### src/assert_macros.svh
// ----------------------------------------------------------------------------
// Assertion macros
// Shared concurrent assertion helpers, clocked on clk and disabled in reset.
// ----------------------------------------------------------------------------
`ifndef ASSERT_MACROS_SVH
`define ASSERT_MACROS_SVH

`ifndef SYNTHESIS
`define ASSERT_AT(lbl, prop, msg) \
  lbl: assert property (@(posedge clk) disable iff (rst) prop) else $error(msg);
`define ASSERT_NEVER(lbl, expr, msg) \
  lbl: assert property (@(posedge clk) disable iff (rst) !(expr)) else $error(msg);
`else
`define ASSERT_AT(lbl, prop, msg)
`define ASSERT_NEVER(lbl, expr, msg)
`endif

`endif

### src/apsd_pkg.sv
// ----------------------------------------------------------------------------
// Allpass stereo decorrelator package
// Register map, reset values, Q15 constants and the controller interface.
// ----------------------------------------------------------------------------
package apsd_pkg;

  localparam int CFG_ADDR_W = 3;
  localparam int CFG_DATA_W = 16;
  localparam int CFG_LEN_W  = 9;
  localparam int NUM_LANES  = 2;

  localparam int Q15_FRAC = 15;
  localparam int Q15_ONE  = 32768;
  localparam int Q15_HALF = 16384;

  typedef enum logic [CFG_ADDR_W-1:0] {
    REG_MIX_WIDTH       = 3'd0,
    REG_ALLPASS_COEFF   = 3'd1,
    REG_STEREO_MODE     = 3'd2,
    REG_LEFT_DELAY_LEN  = 3'd3,
    REG_RIGHT_DELAY_LEN = 3'd4
  } cfg_reg_t;

  localparam logic [CFG_DATA_W-1:0]        MIX_WIDTH_RST = 16'd0;
  localparam logic signed [CFG_DATA_W-1:0] COEFF_RST     = 16'sd16384;
  localparam logic [CFG_LEN_W-1:0]         LEFT_LEN_RST  = 9'd89;
  localparam logic [CFG_LEN_W-1:0]         RIGHT_LEN_RST = 9'd97;

  typedef struct packed {
    logic [CFG_DATA_W-1:0]        mix_width;
    logic signed [CFG_DATA_W-1:0] allpass_coeff;
    logic                         stereo_mode;
    logic [CFG_LEN_W-1:0]         left_delay_len;
    logic [CFG_LEN_W-1:0]         right_delay_len;
  } apsd_cfg_t;

  typedef struct packed {
    logic clear_start;
    logic clear_step;
    logic load;
    logic mul_a;
    logic lane;
    logic mul_b;
    logic write;
    logic finish;
  } apsd_cmd_t;

  typedef struct packed {
    logic clear_last;
    logic out_free;
  } apsd_sts_t;

endpackage

### src/apsd_ctrl.sv
// ----------------------------------------------------------------------------
// Allpass decorrelator controller
// Sequences the clearing pass and the steps of one frame through the datapath.
// ----------------------------------------------------------------------------
`include "assert_macros.svh"

module apsd_ctrl
  import apsd_pkg::*;
(
  input  logic      clk,
  input  logic      rst,
  input  logic      clr_req,
  input  logic      s_tvalid,
  output logic      s_tready,
  output apsd_cmd_t cmd,
  input  apsd_sts_t sts
);

  typedef enum logic [6:0] {
    ST_CLEAR  = 7'b0000001,
    ST_IDLE   = 7'b0000010,
    ST_MULA   = 7'b0000100,
    ST_LANE   = 7'b0001000,
    ST_MULB   = 7'b0010000,
    ST_WRITE  = 7'b0100000,
    ST_FINISH = 7'b1000000
  } state_t;

  state_t state;
  state_t state_next;

  assign s_tready = (state == ST_IDLE) && !clr_req;

  always_ff @(posedge clk) begin
    if (rst) begin
      state <= ST_CLEAR;
    end else begin
      state <= state_next;
    end
  end

  always_comb begin
    state_next = state;
    cmd        = '0;
    if (clr_req) begin
      cmd.clear_start = 1'b1;
      state_next      = ST_CLEAR;
    end else begin
      case (state)
        ST_CLEAR: begin
          cmd.clear_step = 1'b1;
          if (sts.clear_last) begin
            state_next = ST_IDLE;
          end
        end
        ST_IDLE: begin
          if (s_tvalid) begin
            cmd.load   = 1'b1;
            state_next = ST_MULA;
          end
        end
        ST_MULA: begin
          cmd.mul_a  = 1'b1;
          state_next = ST_LANE;
        end
        ST_LANE: begin
          cmd.lane   = 1'b1;
          state_next = ST_MULB;
        end
        ST_MULB: begin
          cmd.mul_b  = 1'b1;
          state_next = ST_WRITE;
        end
        ST_WRITE: begin
          cmd.write  = 1'b1;
          state_next = ST_FINISH;
        end
        ST_FINISH: begin
          if (sts.out_free) begin
            cmd.finish = 1'b1;
            state_next = ST_IDLE;
          end
        end
        default: begin
          state_next = ST_CLEAR;
        end
      endcase
    end
  end

  `ASSERT_AT(a_accept_starts_frame, s_tvalid && s_tready |=> state == ST_MULA, "accepted request did not start a frame")
  `ASSERT_AT(a_clear_on_request, clr_req |=> state == ST_CLEAR, "delay length write did not start clearing")
  `ASSERT_AT(a_clear_done, state == ST_CLEAR && sts.clear_last && !clr_req |=> state == ST_IDLE, "clearing pass did not end")

endmodule

### config.mk
export PLATFORM = sky130hd
export DESIGN_NAME = apsd_ctrl
export DESIGN_NICKNAME = d
export VERILOG_FILES = /design/src/apsd_pkg.sv /design/src/apsd_ctrl.sv
export VERILOG_INCLUDE_DIRS = /design/src /design/src/src
export SDC_FILE = /design/constraint.sdc
export NUM_CORES = 1
export LEC_CHECK = 0
export BUFFER_PORTS_ARGS = -buffer_cell sky130_fd_sc_hd__buf_2
export CORE_UTILIZATION = 30
export DETAILED_ROUTE_END_ITERATION = 6
export PLACE_DENSITY_LB_ADDON = 0.12
export RECOVER_POWER = 50
export SLEW_MARGIN = 20
export SYNTH_ARGS = -nofsm -noshare
export SYNTH_HDL_FRONTEND = slang
export SYNTH_SLANG_ARGS = --single-unit
### constraint.sdc
create_clock -name clk -period 1.8 [get_ports clk]
set_input_delay 0 -clock clk [delete_from_list [all_inputs] [get_ports clk]]
set_output_delay 0 -clock clk [all_outputs]
set_load 0.02 [all_outputs]
After elaboration in Yosys (flattened, before gate mapping)
Cells that the tools add are included.
{"block": "totals", "regBits": 7, "inputBits": 6, "output_inout_bits": 9, "word_cells": 30}
{"block": "classes", "eq_ne": 10, "mux": 15, "reduce_logical": 4}
{"operator": "7-bit case mux with 7 select lines", "count": 1}
{"operator": "7-bit two-way mux", "count": 4}
{"operator": "1-bit two-way mux", "count": 10}
{"operator": "7-bit by 1-bit == test with 1-bit output, second input constant", "count": 1}
{"operator": "7-bit by 2-bit == test with 1-bit output, second input constant", "count": 1}
{"operator": "7-bit by 3-bit == test with 1-bit output, second input constant", "count": 1}
{"operator": "7-bit by 4-bit == test with 1-bit output, second input constant", "count": 1}
{"operator": "7-bit by 5-bit == test with 1-bit output, second input constant", "count": 1}
{"operator": "7-bit by 6-bit == test with 1-bit output, second input constant", "count": 1}
{"operator": "7-bit == test, second input constant", "count": 1}
{"operator": "2-bit inequality test, second input constant", "count": 3}
{"operator": "3-bit AND reduction", "count": 1}
{"operator": "2-bit OR reduction", "count": 1}
{"operator": "1-bit logical AND", "count": 1}
{"operator": "1-bit zero test", "count": 1}

Longest topological paths before layout
Gate-level depths: netlist of run 1.
{"block": "depth", "ltp_word": 3, "depth_mapped": 5}

Worst setup path before layout of run 1
Ideal clock, no wire load.
{"block": "synth_timing", "path_type": "reg-to-reg", "from": "reg state[0]", "to": "reg state[3]", "arrival_ns": 1.770, "t_required_ns": 1.741, "path_slack_ns": -0.029, "path_stages_with_launch": 6, "path_buffers": 1, "period_less_slack_ns": 1.829, "cell_sequence": "dfxtp_1 -> buf_6 -> or4_4 -> or3_1 -> nor3b_2 -> and2b_1"}
{"block": "synth_between", "elab_chain_cells": 3}
{"element": "start: declaration", "line_no": "apsd_ctrl.sv:29", "rtl": "state_t state;"}
{"element": "start signal: assignment", "line_no": "apsd_ctrl.sv:38", "rtl": "state <= state_next;"}
{"element": "7-bit by 1-bit == test with 1-bit output (tied with other cells)", "line_no": "apsd_ctrl.sv:49", "rtl": "case (state)"}
{"element": "2-bit inequality test (no source line)"}
{"element": "3-bit AND reduction (no source line)"}
Several ways; a longest one is shown, not always the timed one.
A chain may end at the register's enable or synchronous reset.

==> impl_metrics.ini, run 1 <==
[power]
p_leak_uw = 0.000282
powerDensity_nw_per_um2 = 530
total_power_uw = 358
vdd_drop_max_v = 0.000393

[critical_path]
critPathMaxFanout = 2
cp_data_arrival_time_ns = 1.82
critPathKind = flip-flop to output port
crit_required_ns = 1.80
startpoint_type = flip-flop
end_kind = output port
r2r_cells = 4

[global_routing]
grt_usage = 0.161
antenna_found_initial = 0
grt_start_max_net_pins = 11
grt_overflow = 0
grt_pass1_wl_um = 2150
grt_pass1_vias = 495

[timing]
whs_ns = 0.112
drv_slew = 0
rsz0062_at_grt = yes
max_slew.worst_pin.slew_ns = 0.350
min_period_over_period = 1.01
hold_violations = 0
fin_skew_ns = 0.00406
setup_ws_ns = -0.0200
slew_headroom = 0.764
fmax_mhz = 549
finalCriticalPeriod_ns = 1.82
setup_viol = 1

[die]
fp.dieH_um = 42.0
ios = 15
rows = 14
die-area_um2 = 1760
coreArea_um2 = 1510
start_util = 0.318
die_w_um = 42.0

[logic_synthesis]
synth-compound-area-share = 0.133
synthSimpleGateAreaFrac = 0.460
syn_area_um2 = 479
avgSynthCellArea_um2 = 7.73
synth-xor-area-share = 0.0366
synthMuxAreaShare = 0
synth-seq-cells = 7
synth.distinct_cells = 28
synthAdderAreaFrac = 0
synth_top_family_by_area = simple AND/OR/NAND/NOR gates
synth.yosys.seq_area_share = 0.292
synth_warnings = 0
netlist_instances = 62
syn-num-nets = 68

[cts]
clock_sinks = 7
clkTransAtPathRegs_ns = 0.05
htree_levels = 1
clk_latency_ns = 0.25
cts_buffers = 3
clk_path_buf_depth = 2
cts_root_buf = clkbuf_4
tritoncts = yes

[drt]
vias_per_cell = 5.20
drc = 0
first_pass_iters = 4
wl_met2_um = 586
wire_per_inst_um = 12.7
wl_met3_um = 70
via_count = 510
maxUsedRoutingLayer = met4
drt-met1-wl_um = 576
wl_um = 1250
first_iter_violations = 11
ant_nets = 0

[outcome]
outcome = complete, but fails checks
violations = negative setup slack

[layout]
largest_reg_flops = 7
fillers = 150
multi_input_area_um2 = 330
regMostFlops = state
drive_above_1_share = 0.415
seqCellArea_um2 = 148
antenna_cells = 0
finalInstanceArea_um2 = 674
final_util = 0.448
area_growth_pct = 40.7
nets = 89
top_regs = state: 7 flops

[placement]
port_buffers = 14
gp_congestion = 0.763
post-dp-hpwl_um = 905
post_dp_cell_area_um2 = 579

[hold_path]
holdPathStages = 3
hold_class = input port to flip-flop

[run]
cap_violations = 0
-- timing repair --
action,4_1_cts,5_1_grt
hold buffers,1,0
setup buffers,0,2
endpoints found under the setup margin,3,3
pin swaps,1,1
endpoints found under the hold margin,1,0
resized for setup,8,7
-- cell type report --
cell class                 count  area share
clock buffer                   4      0.0390
sequential                     7       0.219
timing repair buffer          22       0.217
inverter                       1     0.00557
multi-input combinational     48       0.490
tap                           16      0.0297
-- routing by layer --
metal / GRT usage / up-vias
met5: 0 / -
met4: 0.0645 / 0
met3: 0.0565 / 2
met2: 0.253 / 14
met1: 0.201 / 225
li1: - / 269
-- cell usage after synthesis --
cell type	n	area (um2)
a21oi_1	2	10.0
o211ai_1	2	15.0
nor4b_1	1	8.76
xor2_1	2	17.5
nor2b_1	1	6.26
nor3b_2	1	12.5
buf_4	1	7.51
nor3_1	4	20.0
or4b_2	1	10.0
clkbuf_1	4	15.0
nand2b_1	3	18.8
o21ai_0	4	20.0
or4_4	1	11.3
or4_1	3	22.5
or3_1	2	12.5
nand2_1	1	3.75
buf_6	1	11.3
nor2_1	9	33.8
dfxtp_1	7	140
inv_1	1	3.75
nor3b_1	1	7.51
o21a_1	1	7.51
nor4_1	3	18.8
or2_1	1	6.26
or4b_1	1	10.0
o2111a_1	1	11.3
nand3_1	2	10.0
and2b_1	1	7.51
-- report_power, final --
part / internal [uW] / switching [uW] / total, uW / leakage (uW)
logic: 25.8 / 27.4 / 53.3 / 0.000209
registers: 158 / 5.45 / 163 / 0.0000581
clock network: 84.5 / 56.5 / 141 / 0.0000150
-- cells in the final DEF (no fill, tap or decap), types with 2 or more instances in the layout --
cell / synthesis / routed
buf_6: 1 / 2
nor2_1: 9 / 8
or4_1: 3 / 3
nand2b_1: 3 / 3
nor3_1: 4 / 4
o211ai_1: 2 / 2
clkbuf_4: 0 / 3
clkbuf_1: 4 / 2
a21oi_1: 2 / 2
dfxtp_1: 7 / 3
buf_4: 1 / 8
nand3_1: 2 / 2
nor4_1: 3 / 2
o21ai_0: 4 / 4
xor2_1: 2 / 2
buf_2: 0 / 10
dfxtp_2: 0 / 3
-- kinds of logic after synthesis --
group           Yosys count
simple gates             36
compound gates           10
flops                     7
buf+inv                   7
xor+xnor                  2
-- through the flow --
step	TNS (ns)	setup WS (ns)	instances
floorplan	-0.0290	-0.0290	62
global placement	0	0.197	91
detailed placement	0	0.124	91
CTS	-0.0595	-0.0332	96
global route	-0.181	-0.106	98
finish	-0.0200	-0.0200	98
-- worst paths after layout --
path                 start  endpoint  slack, ns
hold / removal     clr_req  state[4]       0.11
setup / recovery  state[4]    cmd[4]      -0.02
hold reg to reg   state[0]  state[6]       0.57
setup reg to reg  state[4]  state[3]       0.17
-- critical path: stages, from the launching register on --
cell     delay, ns
dfxtp_2       0.32
or4_4         0.53
or3_4         0.37
nor3b_4       0.21
buf_6         0.14
No activity file was read; power rests on OpenSTA's default activity.
==> run 2: changes to the inputs <==
Settings changed: CORE_AREA set to 2 2 39 41, CORE_UTILIZATION 30 to not set, DIE_AREA set to 0 0 41 43.
==> run 2 against run 1 <==
The flow now finishes without violations. Via count fell by 3.3%. Die area increased by 0.11%. Largest cell class unchanged. Power decreased by 1.5%. Flip-flop and latch count stayed put. Combinational power barely moved. Sequential power hardly changed. Fmax grew 2.1%. Setup slack better by 0.037 ns. Final cell count is 3.1% lower. Critical path type unchanged. Final area decreased by 7.6%.
==> impl_metrics.ini, run 2 (same netlist as run 1, synthesis figures left out) <==
[layout]
drive_above_1_share = 0.342
top_regs = state: 7 flops
largest_reg_flops = 7
regMostFlops = state
area_growth_pct = 30.0
final_cell_mix = buf_2, nor2_1, buf_4, dfxtp_1
nets = 86
final_common_cell = buf_2
antenna_cells = 0
final_util = 0.450

[placement]
place_ws_ns = 0.223
port_buffers = 14
post-dp-hpwl_um = 930
gp_congestion = 0.764

[drt]
vias_per_cell = 5.19
ant_nets = 0
wl_met3_um = 36
drc = 0
drt-met1-wl_um = 573
wire_per_inst_um = 12.9
first_pass_iters = 3
wl_um = 1230
maxUsedRoutingLayer = met4
first_iter_violations = 9
wl_met2_um = 605
via_count = 493

[timing]
setup_tns_ns = 0
fmax_mhz = 561
finalCriticalPeriod_ns = 1.78
max_slew.worst_pin.slew_ns = 0.276
hold_violations = 0
rsz0062_at_grt = yes
setup_viol = 0
setup_ws_ns = 0.0172
slew_headroom = 0.814
drv_slew = 0
min_period_over_period = 0.990
fin_skew_ns = 0.000456

[run]
cap_violations = 0

[die]
die-area_um2 = 1760
coreArea_um2 = 1380
ios = 15
fp.dieH_um = 43
start_util = 0.346
die_w_um = 41
rows = 14

[cts]
cts_root_buf = clkbuf_4
clk_path_buf_depth = 2
htree_levels = 1
cts_buffers = 3
tritoncts = yes
post_cts_buffers = 0
clock_sinks = 7
clk_latency_ns = 0.24
clkTransAtPathRegs_ns = 0.05

[critical_path]
ff2ff_setup_slack_ns = 0.23
rr_endpoint = state[3]
reg2reg_from = state[4]
cp_data_arrival_time_ns = 1.78
critPathMaxFanout = 2
max_stage_delay_ns = 0.53
crit_required_ns = 1.80
critPathKind = flip-flop to output port
cp_cell_sequence = or4_4, or3_4, nor3b_2, buf_4
r2r_cells = 4
end_kind = output port
critPathLaunch = state[4]
slowest_stage = or4_4
startpoint_type = flip-flop
endpoint = cmd[4]

[hold_path]
hold_class = input port to flip-flop

[global_routing]
grt_pass1_vias = 437
grt_start_max_net_pins = 11
grt_pass1_wl_um = 1820
antenna_found_initial = 0
grt_overflow = 0
grt_usage = 0.159

[power]
p_sw_uw = 84.2
vdd_drop_max_v = 0.000358
p_leak_uw = 0.000258
total_power_uw = 352
p_int_uw = 268
power_frac_seq = 0.463
combPwrFrac = 0.151
swShare = 0.239
clkPwrFrac = 0.386
powerDensity_nw_per_um2 = 565

[outcome]
outcome = complete, no violations
## run 2: changes by cell type in the layout (fill, tap and decap cells not counted)
cell / change
nor2_1: +1
dfxtp_2: -1
clkbuf_1: +1
buf_4: -2
nor3b_4: -1
dfxtp_4: -1
buf_6: -2
nor3b_2: +1
or4b_4: -1
dfxtp_1: +2
or4b_2: +1
nor2_2: -1
## run 2: layout make-up
class	count	area, um2
Fill cell	157	761
Inverter	1	3.75
Clock buffer	4	26.3
Tap cell	16	20.0
Sequential cell	7	143
Multi-Input combinational cell	48	318
Timing Repair Buffer	19	113
## run 2: power by group through the flow
stage	Sequential (uW)	Combinational [uW]	Clock, uW
6_report	163	53.2	136
3_5_place_dp	166	51.0	0
3_3_place_gp	166	51.4	0
2_1_floorplan	162	40.6	0
4_1_cts	163	53.6	146
5_1_grt	164	58.5	154
## run 2: how the worst min path moves through the flow
stage                start        to  slack [ns]  cells past startpoint
floorplan              rst  state[4]        0.07                      1
global placement       rst  state[4]        0.20                      2
detailed placement     rst  state[4]        0.20                      2
CTS                 sts[0]  state[6]        0.08                      4
global route        sts[0]  state[6]        0.12                      4
finish              sts[0]  state[6]        0.09                      4
## run 2: worst max-delay path: cells and delay by family (launching register included)
| kind | cells | cell delay [ns] |
|---|---|---|
| DFF | 1 | 0.30 |
| and+or+nand+nor | 3 | 1.07 |
| buffers and inverters | 1 | 0.17 |
## run 2: repair_timing
item | 4_1_cts | 5_1_grt
pin swaps | 1 | 0
hold endpoints to repair | 1 | 0
hold buffers | 1 | 0
resized for setup | 3 | 3
setup endpoints to repair | 2 | 4
## run 2: through the flow
| stage | cells | hold slack, ns | cell area [um2] |
|---|---|---|---|
| detailed placement | 90 | 0.201 | 572 |
| finish | 95 | 0.0886 | 623 |
| global placement | 90 | 0.198 | 572 |
| CTS | 95 | 0.0843 | 621 |
| floorplan | 62 | 0.0716 | 485 |
| global route | 95 | 0.122 | 623 |
## run 2: layer usage
metal  track usage  vias up
li1              -      263
met1         0.180      219
met2         0.247        9
met3        0.0366        2
met4         0.113        0
met5             0        -
